## src/rtl/kes_pkg.sv

```systemverilog
// Package for the Kepler equation solver: widths, constants, datapath command and status types, arctangent table.
// No dependencies.
package kes_pkg;
  localparam int AngleW = 32;
  localparam int EccW = 30;
  localparam int TolW = 20;
  localparam int IterW = 10;
  localparam int CordicSteps = 30;
  localparam int StepW = 5;
  localparam int DivSteps = 36;
  localparam int DivCntW = 6;
  localparam int IterMax = 1000;

  localparam logic signed [63:0] PiQ30 = 64'sd3373259426;
  localparam logic signed [63:0] HalfPiQ30 = 64'sd1686629713;
  localparam logic signed [63:0] TwoPiQ30 = 64'sd6746518852;
  localparam logic signed [63:0] GainQ30 = 64'sd652032874;
  localparam logic signed [63:0] OneQ30 = 64'sd1073741824;

  typedef struct packed {
    logic load;
    logic start;
  } kes_cmd_t;

  typedef struct packed {
    logic busy;
    logic step_done;
    logic last_done;
  } kes_sts_t;

  function automatic logic signed [63:0] atan_q30(input logic [StepW-1:0] i);
    logic signed [63:0] v;
    case (i)
      5'd0: v = 64'sd843314857;
      5'd1: v = 64'sd497837829;
      5'd2: v = 64'sd263043837;
      5'd3: v = 64'sd133525159;
      5'd4: v = 64'sd67021687;
      5'd5: v = 64'sd33543516;
      5'd6: v = 64'sd16775851;
      5'd7: v = 64'sd8388437;
      5'd8: v = 64'sd4194283;
      5'd9: v = 64'sd2097149;
      5'd31: v = 64'sd1;
      default: v = 64'sd1 <<< (5'd30 - i);
    endcase
    return v;
  endfunction
endpackage

```

## src/rtl/kes_ctrl.sv

```systemverilog
// Controller of the Kepler equation solver: item handshake and Newton step count.
// Depends on kes_pkg.
module kes_ctrl (
  input  logic                      clk,
  input  logic                      rst_n,
  input  logic                      in_fire,
  output logic                      in_ready,
  output logic                      out_valid,
  input  logic                      out_ready,
  input  logic [kes_pkg::IterW-1:0] max_iter,
  input  logic                      conv_now,
  output logic [kes_pkg::IterW-1:0] iters,
  output kes_pkg::kes_cmd_t         cmd,
  input  kes_pkg::kes_sts_t         sts
);
  localparam logic [1:0] S_IDLE = 2'd0, S_RUN = 2'd1, S_WAIT = 2'd2, S_OUT = 2'd3;
  logic [1:0] st_r, st_nxt;
  logic [kes_pkg::IterW-1:0] it_r, it_nxt, lim;

  always_comb begin
    lim = max_iter;
    if (lim == '0) lim = 10'd1;
    if (lim > 10'(kes_pkg::IterMax)) lim = 10'(kes_pkg::IterMax);
  end

  always_comb begin
    st_nxt = st_r;
    it_nxt = it_r;
    cmd.load = 1'b0;
    cmd.start = 1'b0;
    unique case (st_r)
      S_IDLE: if (in_fire) begin
        cmd.load = 1'b1;
        it_nxt = '0;
        st_nxt = S_RUN;
      end
      S_RUN: begin
        cmd.start = 1'b1;
        st_nxt = S_WAIT;
      end
      S_WAIT: if (sts.step_done) begin
        it_nxt = it_r + 10'd1;
        st_nxt = S_OUT;
      end
      S_OUT: begin
        if (!sts.last_done && it_r < lim) st_nxt = S_RUN;
        else if (out_ready) st_nxt = S_IDLE;
      end
      default: st_nxt = S_IDLE;
    endcase
  end

  always_ff @(posedge clk) begin
    if (!rst_n) begin
      st_r <= S_IDLE;
      it_r <= '0;
    end else begin
      st_r <= st_nxt;
      it_r <= it_nxt;
    end
  end

  assign in_ready = (st_r == S_IDLE);
  assign out_valid = (st_r == S_OUT) && (conv_now || it_r >= lim);
  assign iters = it_r;
endmodule

```

## config.mk

```make
export PLATFORM = sky130hd
export DESIGN_NAME = kes_ctrl
export DESIGN_NICKNAME = d
export VERILOG_FILES = /design/src/rtl/kes_pkg.sv /design/src/rtl/kes_ctrl.sv
export SDC_FILE = /design/constraint.sdc
export NUM_CORES = 1
export LEC_CHECK = 0
export BUFFER_PORTS_ARGS = -buffer_cell sky130_fd_sc_hd__buf_2
export CORE_UTILIZATION = 49
export CTS_CLUSTER_DIAMETER = 150
export DETAILED_ROUTE_END_ITERATION = 7
export PLACE_DENSITY = 0.86
export SLEW_MARGIN = 20
export SYNTH_ARGS = -nofsm -noshare
export SYNTH_HDL_FRONTEND = slang
export SYNTH_SLANG_ARGS = --single-unit
```

## constraint.sdc

```tcl
create_clock -name clk -period 3.6 [get_ports clk]
set_clock_uncertainty 0.05 [all_clocks]
set_input_delay 0.9 -clock clk [delete_from_list [all_inputs] [get_ports clk]]
set_output_delay 0.9 -clock clk [all_outputs]
set_load 0.05 [all_outputs]
```

==> impl_metrics.toml, run 1 <==
[die]
start_util = 0.541
dieArea_mm2 = 0.00217
ioPinCount = 32
core-area_mm2 = 0.00180
die_w_um = 46.6
rows = 15
die_h_um = 46.6

[routing]
avgRoutedWirePerCell_um = 12.6
ant_nets = 0
routed_wl_um = 2430
vias = 1058
post-route-drc-count = 0
first_pass_iters = 4
drtIter0Drc = 13
vias_per_cell = 5.48

[logic_synthesis]
synth_cell_types = 32
ys_ff_latch = 12
synth_area_um2 = 975
ys_seq_area_frac = 0.246
avgSynthCellArea_um2 = 8.12
syn-num-nets = 153
netlist_instances = 120
ys_warn_count = 0

[clocking]
clock_latency_ns = 0.28
path_clk_slew_ns = 0.08
clkSinkCount = 12
ctsHoldBuffers = 0
cts-root-buf = "clkbuf_4"
h-tree-depth = 1
cts_tree = "done"
clockBufferDepth = 2
numCtsBuffers = 3

[power]
vdd_drop_max_v = 0.000374
finalPower_mw = 0.517
power_density_mw_per_mm2 = 375
leakage_nw = 0.655

[sta]
relSlewSlack = 0.537
min_period_ns = 3.74
post-route-period-util = 1.04
finalSetupViolations = 1
tns_ns = -0.144
max_freq_mhz = 267
finalHoldViolations = 0
setup_ws_ns = -0.144
grt_setup_unrepaired = "yes"
report.final.slew_viol_count = 0
worst_pin_slew_ns = 0.688

[critical_path]
regToRegSetupSlack_ns = 1.33
worstPathArrival_ns = 2.79
crit_start = "max_iter[2]"
r2r_start = "iters[3]"
critPathRequiredTime_ns = 2.65
reg2reg_to = "st_r[1]"
crit_end = "out_valid"
crit_type = "input port to output port"
cp-start-kind = "input port"
endpoint_kind = "output port"
r2r_cells = 8
crit_path_max_fanout = 3

[worst_hold_path]
whs_path_depth = 2
hp-class = "flip-flop to flip-flop"

[place]
dp_hpwl_um = 1880
io_buffers = 30
gp_congestion = 0.884
placed_cell_area_mm2 = 0.00127
dp_slack_ns = -0.314

[finish]
final_cell_area_mm2 = 0.00138
drive_above_1_share = 0.381
regArea_um2 = 240
final_cell_mix = "buf_2 (26), ha_1 (14), buf_4 (14)"
layout_commonest_cell = "buf_2"
syn_to_final_growth_pct = 41.5
fillers = 142
diodes = 0
multi_input_area_um2 = 746
nets = 202

[grt]
grt_antenna_before_repair = 0
grt_pass1_vias = 990
grt_pass1_wl_um = 3860
grt_max_degree = 9
grt_usage = 0.250
gr-total-overflow = 0

[flow_run]
cap_violations = 0

[run_status]
status = "complete, but fails checks"
failed_checks = "setup timing"
-- worst min path at each step --
stage / from / end
floorplan: st_r[1] / st_r[1]
global route: iters[0] / iters[0]
global placement: iters[0] / iters[0]
CTS: iters[0] / iters[0]
finish: iters[0] / iters[0]
detailed placement: iters[0] / iters[0]
-- cells by family after synthesis --
group / after synthesis / share of synthesized area
simple gates: 49 / 0.273
compound gates: 24 / 0.168
fa+ha+maj: 15 / 0.193
buf+inv: 12 / 0.0462
flops: 12 / 0.246
xor+xnor: 7 / 0.0629
mux: 1 / 0.0103
-- flip-flops by register name, indices dropped and copies added, names as in the netlist --
| name | count |
|---|---|
| iters | 10 |
| st_r | 2 |
-- synth_stat cells, drive strengths merged --
| library cell | n | area share |
|---|---|---|
| a2111oi | 1 | 0.015 |
| nand3 | 7 | 0.036 |
| or3 | 1 | 0.0064 |
| o31a | 1 | 0.0090 |
| nand4 | 2 | 0.013 |
| a21boi | 1 | 0.0077 |
| a311oi | 1 | 0.0090 |
| a211oi | 4 | 0.031 |
| o21ai | 5 | 0.026 |
| nand2b | 1 | 0.0064 |
| nor2 | 11 | 0.042 |
| a21o | 1 | 0.0077 |
| o211ai | 1 | 0.0077 |
| nand2 | 13 | 0.050 |
| a32o | 1 | 0.010 |
| nor4 | 4 | 0.026 |
| mux2i | 1 | 0.010 |
| a21oi | 6 | 0.031 |
| and3 | 2 | 0.013 |
| or4b | 1 | 0.014 |
| a31oi | 1 | 0.0064 |
| ha | 15 | 0.19 |
| o21bai | 1 | 0.0077 |
| dfxtp | 12 | 0.25 |
| nor2b | 4 | 0.041 |
| xnor2 | 3 | 0.027 |
| nor3 | 3 | 0.026 |
| inv | 12 | 0.046 |
| xor2 | 4 | 0.036 |
-- per-stage QoR --
step | util | instances | hold WS (ns)
6_report | 0.765 | 193 | 0.454
3_5_place_dp | 0.707 | 187 | 0.451
3_3_place_gp | 0.707 | 187 | 0.445
5_1_grt | 0.765 | 193 | 0.488
2_1_floorplan | - | 120 | 0.430
4_1_cts | 0.758 | 193 | 0.461
-- worst max-delay path, stage by stage --
cell      delay [ns]
buf_6           0.09
o31a_1          0.29
o211ai_1        0.22
buf_4           0.17
nand2_2         0.06
ha_4            0.25
nand4_1         0.13
a211oi_2        0.25
a211oi_2        0.10
a21boi_4        0.16
buf_6           0.17
-- power by group --
group / switching (mW) / leakage [nW] / internal, mW / total [mW]
clock: 0.0485 / 0.0210 / 0.0616 / 0.110
sequential: 0.0148 / 0.0972 / 0.144 / 0.159
combinational: 0.162 / 0.537 / 0.0859 / 0.247
total: 0.225 / 0.655 / 0.292 / 0.517
-- area by class of cell --
type,count,share of cell area
well taps,25,0.0227
repair buffers,44,0.203
inverters,12,0.0327
flip-flops and latches,12,0.174
multi-input cells,96,0.541
clock buffers,4,0.0263
-- routing by layer --
metal / part of all wire / wire, um / global-route usage / vias up
li1: - / - / - / 525
met1: 0.43 / 1030 / 0.277 / 486
met2: 0.50 / 1220 / 0.450 / 39
met3: 0.046 / 111 / 0.0431 / 8
met4: 0.024 / 59 / 0.124 / 0
met5: 0 / 0 / 0 / -
-- what timing repair did --
item | 4_1_cts | 5_1_grt
setup endpoints to repair | 1 | 1
buffers inserted | 2 | 0
endpoints found under the hold margin | 0 | 0
pin swaps | 11 | 1
resized for setup | 11 | 1
Note: power is estimated with default switching activity, not from simulation.
==> run 2, diff against run 1 <==
--- a/config.mk
+++ b/config.mk
@@ -6,6 +6,7 @@
 export NUM_CORES = 1
 export LEC_CHECK = 0
 export BUFFER_PORTS_ARGS = -buffer_cell sky130_fd_sc_hd__buf_2
+export CORE_MARGIN = 4
 export CORE_UTILIZATION = 49
 export CTS_CLUSTER_DIAMETER = 150
 export DETAILED_ROUTE_END_ITERATION = 7
==> impl_metrics.toml, run 2 (same netlist as run 1, synthesis figures left out) <==
[run_status]
status = "complete, but fails checks"
failed_checks = "setup timing"

[clocking]
numCtsBuffers = 3
clkSinkCount = 12
path_clk_slew_ns = 0.08
h-tree-depth = 1
cts_tree = "done"
clockBufferDepth = 2
cts-root-buf = "clkbuf_4"
clock_latency_ns = 0.28

[sta]
finalSetupViolations = 1
relSlewSlack = 0.531
grt_setup_unrepaired = "yes"
setup_ws_ns = -0.208
min_period_ns = 3.81
post-route-period-util = 1.06
max_freq_mhz = 263
worst_pin_slew_ns = 0.697
report.final.slew_viol_count = 0
finalHoldViolations = 0

[power]
vdd_drop_max_v = 0.000449
leakage_nw = 0.667
power_density_mw_per_mm2 = 355
finalPower_mw = 0.504

[finish]
nets = 204
drive_above_1_share = 0.414
final_util = 0.788
layout_commonest_cell = "buf_2"
diodes = 0
syn_to_final_growth_pct = 45.6
largest_reg_flops = 10
final_cell_mix = "buf_2 (28), buf_4 (16), ha_1 (12), dfxtp_1 (12)"

[place]
dp_hpwl_um = 2080
dp_slack_ns = -0.280
gp_congestion = 0.843
io_buffers = 30

[grt]
grt_pass1_wl_um = 4310
grt_antenna_before_repair = 0
grt_pass1_vias = 1055
gr-total-overflow = 0
grt_max_degree = 9
grt_usage = 0.208

[critical_path]
cpPeakStageDelay_ns = 0.31
r2r_start = "iters[3]"
crit_start = "max_iter[2]"
crit_type = "input port to output port"
cp_slowest_cell = "o31a_1"
cp-start-kind = "input port"
crit_path_max_fanout = 3
endpoint_kind = "output port"
crit_chain = "buf_6, o31a_1, o211ai_1, buf_4, nand2_4, ha_4, nand2b_4, a211oi_2, a211oi_2, a21boi_4, buf_6"
worstPathArrival_ns = 2.86
critPathRequiredTime_ns = 2.65

[flow_run]
cap_violations = 0

[routing]
routed_wl_um = 2730
post-route-drc-count = 0
avgRoutedWirePerCell_um = 14.1
vias = 1061
ant_nets = 0
vias_per_cell = 5.47
drtIter0Drc = 17
first_pass_iters = 5

[die]
die_w_um = 52.6
core-area_mm2 = 0.00180
rows = 15
ioPinCount = 32
die_h_um = 52.6
dieArea_mm2 = 0.00277
start_util = 0.541

[worst_hold_path]
min_from = "iters[0]"
hp-class = "flip-flop to flip-flop"
-- run 2: cell types whose count changed in the layout (fill, tap and decap cells not counted), moves of 2 or more --
cell     before  now
buf_2        26   28
buf_4        14   16
buf_6         4    2
ha_1         14   12
ha_4          1    3
nand2_2       2    0
nand2_4       0    2
-- run 2: worst paths after layout --
path                to  slack (ns)  cells after the start
max reg2reg    st_r[0]        1.21                      9
min reg2reg   iters[0]        0.47                      2
max          out_valid       -0.21                     11
min           iters[0]        0.47                      2
-- run 2: routing by layer --
metal  up-vias  global-route usage  part of all wire
met4         0              0.0894             0.015
met5         -                   0                 0
li1        528                   -                 -
met2        32               0.388              0.53
met1       496               0.231              0.41
met3         5              0.0256             0.042
-- run 2: final cells by class --
type	count	area, um2
Multi-Input combinational cell	96	797
Clock buffer	3	22.5
Tap cell	25	31.3
Fill cell	130	383
Sequential cell	12	240
Inverter	12	45.0
Timing Repair Buffer	46	283
-- run 2: what timing repair did --
item / in CTS / in global routing
endpoints found under the setup margin: 1 / 1
hold buffers: 0 / 0
buffers inserted: 2 / 1
pin swaps: 7 / 10
gates resized for setup: 7 / 10
-- run 2: metrics by stage --
step	cells	hold WS, ns	instance area [um2]	setup TNS [ns]
finish	194	0.469	1420	-0.208
CTS	193	0.470	1350	-0.124
detailed placement	188	0.461	1280	-0.280
global placement	188	0.446	1280	-0.200
floorplan	120	0.430	1000	0
global route	194	0.500	1420	-0.284
-- run 2: power breakdown --
group,switching [mW],internal (mW),total [mW]
logic,0.169,0.0902,0.259
clock network,0.0458,0.0388,0.0846
registers,0.0154,0.144,0.160
total,0.230,0.273,0.504
-- run 2: critical path, delay by kind of cell --
kind	cells	cell delay [ns]
buffers and inverters	3	0.47
AOI/OAI and AO/OA	5	1.11
adders and majority gates	1	0.27
and+or+nand+nor	2	0.10
